`config.mk`:
```
export PLATFORM = sky130hd
export DESIGN_NAME = mtw_regs
export DESIGN_NICKNAME = d
export VERILOG_FILES = /design/src/sv/mtw_pkg.sv /design/src/sv/mtw_regs.sv
export SDC_FILE = /design/constraint.sdc
export NUM_CORES = 1
export LEC_CHECK = 0
export ABC_AREA = 1
export BUFFER_PORTS_ARGS = -buffer_cell sky130_fd_sc_hd__buf_2
export CORE_AREA = 2 2 132 147
export CTS_CLUSTER_DIAMETER = 40
export DETAILED_ROUTE_END_ITERATION = 6
export DIE_AREA = 0 0 134 149
export PLACE_DENSITY = 0.66
export SLEW_MARGIN = 5
export SYNTH_ARGS = -nofsm -noshare
export SYNTH_HDL_FRONTEND = slang
export SYNTH_SLANG_ARGS = --single-unit
```
`constraint.sdc`:
```
create_clock -name i_clk -period 1 [get_ports i_clk]
set_input_delay 0.05 -clock i_clk [delete_from_list [all_inputs] [get_ports i_clk]]
set_output_delay 0.05 -clock i_clk [all_outputs]
set_load 0.01 [all_outputs]
```
`src/sv/mtw_pkg.sv`:
```
// ----------------------------------------------------------------------------
// mtw_pkg
// Shared types, constants and register indexes of the medium throughput
// weight unit.
// ----------------------------------------------------------------------------
package mtw_pkg;

    localparam int MTW_FRAC_BITS = 16;

    localparam int COEF_W = 24;               // coefficient field width
    localparam int EXT_W  = COEF_W + 1;       // absorption plus scattering
    localparam int DIST_W = 32;               // segment length width
    localparam int X_W    = EXT_W + DIST_W;   // optical depth product
    localparam int TR_W   = 33;               // transmittance, Q.32 up to 1.0
    localparam int WGT_W  = 32;               // weight width
    localparam int NUM_W  = 60;               // three times the numerator

    localparam logic [24:0] LOG2E_Q24 = 25'd24204406;
    localparam logic [31:0] LN2_Q32   = 32'd2977044472;
    localparam logic [6:0]  K_LIMIT   = 7'd48;

    localparam int SERIES_TERMS = 13;

    // pipeline depths, one register per count
    localparam int EXP_LAT = 4 + 3 * (SERIES_TERMS - 1) + 1;
    localparam int WGT_LAT = 2;
    localparam int DIV_LAT = WGT_W + 2;
    localparam int LATENCY = EXP_LAT + WGT_LAT + DIV_LAT;

    localparam int ADDR_W = 5;
    localparam int DATA_W = 32;

    typedef enum logic [2:0] {
        REG_MODE          = 3'd0,
        REG_ABSORB_RED    = 3'd1,
        REG_ABSORB_GREEN  = 3'd2,
        REG_ABSORB_BLUE   = 3'd3,
        REG_SCATTER_RED   = 3'd4,
        REG_SCATTER_GREEN = 3'd5,
        REG_SCATTER_BLUE  = 3'd6
    } t_reg_idx;

    typedef struct packed {
        logic                   mode;
        logic [2:0][COEF_W-1:0] absorb;
        logic [2:0][COEF_W-1:0] scatter;
    } t_cfg;

    // running state of the exp series
    typedef struct packed {
        logic [31:0] t;
        logic [31:0] u;
        logic [32:0] acc;
        logic [5:0]  k;
        logic        zero;
    } t_series;

endpackage

```
`src/sv/mtw_regs.sv`:
```
// ----------------------------------------------------------------------------
// mtw_regs
// APB register file holding medium mode and per-channel coefficients.
// ----------------------------------------------------------------------------
module mtw_regs
    import mtw_pkg::*;
(
    input  logic              i_clk,
    input  logic              i_rst_n,
    input  logic              psel,
    input  logic              penable,
    input  logic              pwrite,
    input  logic [ADDR_W-1:0] paddr,
    input  logic [DATA_W-1:0] pwdata,
    output logic [DATA_W-1:0] prdata,
    output logic              pready,
    output t_cfg              o_cfg
);

    t_cfg     r_cfg;
    t_cfg     n_cfg;
    t_reg_idx idx;
    logic     wr_en;

    assign idx    = t_reg_idx'(paddr[4:2]);
    assign wr_en  = psel & penable & pwrite;
    assign pready = 1'b1;
    assign o_cfg  = r_cfg;

    always_comb begin
        n_cfg = r_cfg;
        if (wr_en) begin
            case (idx)
                REG_MODE:          n_cfg.mode       = pwdata[0];
                REG_ABSORB_RED:    n_cfg.absorb[0]  = pwdata[COEF_W-1:0];
                REG_ABSORB_GREEN:  n_cfg.absorb[1]  = pwdata[COEF_W-1:0];
                REG_ABSORB_BLUE:   n_cfg.absorb[2]  = pwdata[COEF_W-1:0];
                REG_SCATTER_RED:   n_cfg.scatter[0] = pwdata[COEF_W-1:0];
                REG_SCATTER_GREEN: n_cfg.scatter[1] = pwdata[COEF_W-1:0];
                REG_SCATTER_BLUE:  n_cfg.scatter[2] = pwdata[COEF_W-1:0];
                default:           n_cfg = r_cfg;
            endcase
        end
    end

    always_ff @(posedge i_clk) begin
        if (!i_rst_n) begin
            r_cfg      <= '0;
            r_cfg.mode <= 1'b1;
        end else begin
            r_cfg <= n_cfg;
        end
    end

    always_comb begin
        case (idx)
            REG_MODE:          prdata = DATA_W'(r_cfg.mode);
            REG_ABSORB_RED:    prdata = DATA_W'(r_cfg.absorb[0]);
            REG_ABSORB_GREEN:  prdata = DATA_W'(r_cfg.absorb[1]);
            REG_ABSORB_BLUE:   prdata = DATA_W'(r_cfg.absorb[2]);
            REG_SCATTER_RED:   prdata = DATA_W'(r_cfg.scatter[0]);
            REG_SCATTER_GREEN: prdata = DATA_W'(r_cfg.scatter[1]);
            REG_SCATTER_BLUE:  prdata = DATA_W'(r_cfg.scatter[2]);
            default:           prdata = '0;
        endcase
    end

endmodule

```
# After elaboration in Yosys (flattened, before gate mapping)
# Cells that the tools add are included.
# word_totals
output_inout_bits,178
reg_bits,145
in_bits,42
wordCells,24
# classes
eq_ne,6
n_reduce_logical,8
bitwise,2
n_mux,1
# op_table
operator,n
24-bit case mux with 7 select lines,1
2-bit AND reduction,7
3-bit == test (second input constant),3
3-bit by 2-bit == test with 1-bit output (second input constant),2
3-bit by 1-bit == test with 1-bit output (second input constant),1
3-bit zero test,1
1-bit AND,2

# Depth between registers and ports, before layout
# logic_depth
depth_word,3
ltp_mapped,10

# Worst setup path before layout
# No wires, ideal clock.
# synth_path
path_kind,input port to flip-flop
start,input port paddr[2]
end,"register r_cfg, in the netlist o_cfg[10]"
slack_ns,-0.002
stages,9
required_ns,0.887
arrival_ns,0.889
setup_ns,0.113
path_cell_list,buf_6 inv_2 buf_6 nand2_1 nor2_2 buf_4 nand3_1 nand2_1 nor2_1
# synth_via
elab_chain_cells,2
# synth_lines
item,line_no,source
"start, declared",mtw_regs.sv:13,"input logic [ADDR_W-1:0] paddr,"
3-bit == test,mtw_regs.sv:33,case (idx)
2-bit AND reduction (no line),n/a,
"end signal, assigned",mtw_regs.sv:51,r_cfg <= n_cfg;
"end, declared",mtw_regs.sv:20,t_cfg r_cfg;
# Every way passes these cells.
# A chain may end at the register's enable or synchronous reset.

# Final worst setup path
# layout_path
start,"register r_cfg, in the netlist o_cfg[29]"
end,output port prdata[5]
# layout_via
elab_chain_cells,1
# layout_lines
item,line_no,source
24-bit case mux with 7 select lines,mtw_regs.sv:56,case (idx)
"end, declared",mtw_regs.sv:15,"output logic [DATA_W-1:0] prdata,"
# Every way passes these cells.

==> results by group <==
CTS
  • CTS Sinks: 145
  • Clk buf depth: 2
  • H-tree depth: 4
  • CTS tree: built
  • CTS Buf Count: 17
  • Clock-pin slew on the worst setup and hold paths: 60 ps
  • Clk_lat worst skew: 420 ps
  • Root buf cell: clkbuf_16

Floorplanning
  • Boundary Pins: 220
  • Row cnt: 53
  • Die Width: approximately 130 um
  • Core Box Area: 18,600 um2
  • Die H: 149 um
  • Initial core utilization: between 30% and 40%
  • Die ar.: roughly 20,000 um2

Yosys
  • Mux cell area share after synthesis: 0%
  • Yosys top cell area share: 40.0%
  • Ys Warns: 0
  • Primary FF master, synth: dfxtp_1
  • Synth top cells by count: nand2_1 (385), nor2_1 (319), dfxtp_1 (145), nand3_1 (102), nand4_1 (54)
  • Synthesized area per cell: between 6 and 7 um2
  • Synth Area in Adders: 0%
  • EDFF count, synth: 0
  • Yosys reg bits: 145
  • Largest area contributor in the netlist: dfxtp_1
  • Synth Instances: between 1,000 and 1,500
  • Synth top area cells: dfxtp_1 (40%), nand2_1 (20%), nor2_1 (17%), nand3_1 (7.0%), nand4_1 (4.7%)
  • Post-synthesis compound-gate area fraction: less than 1%
  • Post-synthesis sequential area ratio: 40.0%
  • Largest family of logic cells by synthesized area: simple AND/OR/NAND/NOR gates
  • Post-Synth XOR/XNOR Area: 0%
  • Most frequent cell after synthesis: nand2_1
  • Synth Cell Area: 7250 um2
  • Synth cell types: 20
  • Area share of and/or/nand/nor cells after synthesis: 49.4%
  • Async SR Flop Fraction: 0%

Worst setup path
  • Critical Path, Cell by Cell: nand4_1 -> nand2_2 -> nor2_2 -> nand2_1 -> buf_2
  • Slowest stage delay, CP: 330 ps
  • Arr. time, crit path: 1300 ps
  • Worst setup SP type: flip-flop
  • RR Startpoint: o_cfg[26]
  • Worst Path Required: 950 ps
  • Crit end category: output pin
  • CP max-delay cell: dfxtp_2
  • R2r endpoint: o_cfg[26]
  • Worst Path Max Fanout: 3
  • Setup CP Type: flip-flop to output pin
  • R2R setup slack: 80 ps
  • FF-to-FF path depth: 5

Route
  • Metal-1 WL: 11.9 mm
  • Post-route antenna net violation count: 0
  • DRC Markers: 0
  • Routed WL: 25.8 mm
  • DR vias: 8,181
  • WL/cell: ~15 um
  • Met2 WL: between 10 and 15 mm
  • Top Layer Used: met4
  • WL met3: 1.99 mm
  • First-iteration detailed-routing DRC count: 800
  • DRT Pass-1 Iters: 6
  • DR vias/cell: 4.88

Timing
  • Worst Clk Skew: 0 ps
  • Fin. Hold Viols: 0
  • Final Max Tran Viols: 0
  • Worst hold slack: 49.7 ps
  • RSZ-0062 raised after global routing: true
  • Fmax: 740 MHz
  • Worst Slack Setup Final: -352 ps
  • Final worst path period share: 135%
  • Crit path time final: 1350 ps
  • Count of final setup violators: 71

Run status
  • Status: finished with violations
  • Failing checks: setup timing

Pwr
  • VDD IR max: 0.00114 V
  • PD cells: between 1000 and 1500 nW/um2
  • Leakage: 5.35 nW
  • Power consumption: 0.0134 W

Global route
  • GRT Total Usage: about a quarter
  • Initial antenna violation count: 0
  • Grt ovf: 0
  • First-pass GRT wire length: 38.9 mm
  • Number of global-route vias before repair: 7,116
  • Largest net degree at the start of global routing: 67

Placed design
  • RD Place Congestion: 0.894
  • Placed cells: 1,587
  • Dpl ws: -247 ps
  • Port Buffers: 200
  • Final HPWL DP: 17.3 mm

Finish
  • Layout cells sized above 1: 39.0%
  • Ant diodes: 0
  • Layout Cells excl Fill: 1,677
  • Nets@finish: 1,459
  • Max reg flops: 145
  • Post-layout util: 58.0%
  • Layout Area Growth over Synthesis: 49.1%

Hold path
  • Min-Delay Path Class: primary input to flip-flop
  • Min-delay src: pwdata[1]
  • Worst hold path depth: 5
  • Hold Path End: o_cfg[25]

Run
  • Max-cap viol count: 0
kinds of logic (layout without fill, tap and decap cells):
logic type	after synthesis	after routing
simple gates	869	869
flops	145	145
compound gates	1	1
other cells	2	9
buf+inv	144	406
routing by layer:
metal / global-route usage [%] / up-vias
met5: 0 / -
met2: 36.3 / 318
met1: 35.9 / 3750
met4: 7.39 / 0
met3: 5.78 / 32
li1: - / 4081
cell usage in the layout, fill, tap and decap left out, drive strengths merged:
cell type / netlist / final
nor2: 326 / 326
dlygate4sd3: 0 / 1
conb: 2 / 9
o21ai: 1 / 1
buf: 83 / 320
dfxtp: 145 / 145
nand3: 104 / 104
inv: 52 / 52
nand2: 385 / 385
clkinvlp: 0 / 1
bufinv: 0 / 1
nand4: 54 / 54
clkbuf: 9 / 23
clkinv: 0 / 8
through the flow:
step / setup TNS [ps] / cell area [um2]
2_1_floorplan: 0 / 7290
3_3_place_gp: -26560 / 8830
3_5_place_dp: -29960 / 8830
4_1_cts: -8790 / 10300
5_1_grt: -10960 / 10800
6_report: -8260 / 10800
how the worst max path moves through the flow:
stage                          from    endpoint  slack [ps]  cells past startpoint
after floorplan            paddr[2]  o_cfg[116]           3                      9
after global placement     paddr[4]  prdata[19]        -240                      9
after detailed placement   paddr[2]  o_cfg[133]        -250                      8
after CTS                 o_cfg[62]  prdata[14]        -340                      5
after global routing      o_cfg[24]   prdata[0]        -400                      5
final                     o_cfg[29]   prdata[5]        -350                      5
final cells by class:
cell class | instances | area (um2)
fill | 1759 | 7820
tap | 247 | 309
inverter | 52 | 200
clock buffer | 22 | 474
clock inverter | 10 | 85.1
timing repair buffer | 322 | 2780
multi-input combinational | 879 | 3900
sequential | 145 | 3070
what timing repair did:
| item | CTS | global route |
|---|---|---|
| gates resized for setup | 210 | 134 |
| endpoints found under the setup margin | 80 | 122 |
| endpoints found under the hold margin | 1 | 0 |
| hold buffers | 1 | 0 |
| gates cloned | 0 | 1 |
| pin swaps | 76 | 35 |
| buffers inserted | 33 | 36 |
critical path: cells and delay by family (launching register included):
family	cells	cell delay [ps]
simple gates	4	400
buf+inv	1	150
flops	1	330
power breakdown:
part | total [W] | internal (W) | switching [W] | leakage (nW)
Clock | 0.00607 | 0.00360 | 0.00248 | 0.279
Combinational | 0.00145 | 0.000561 | 0.000889 | 3.83
Sequential | 0.00593 | 0.00586 | 0.0000615 | 1.24
Power figures use the tool's default switching activity.
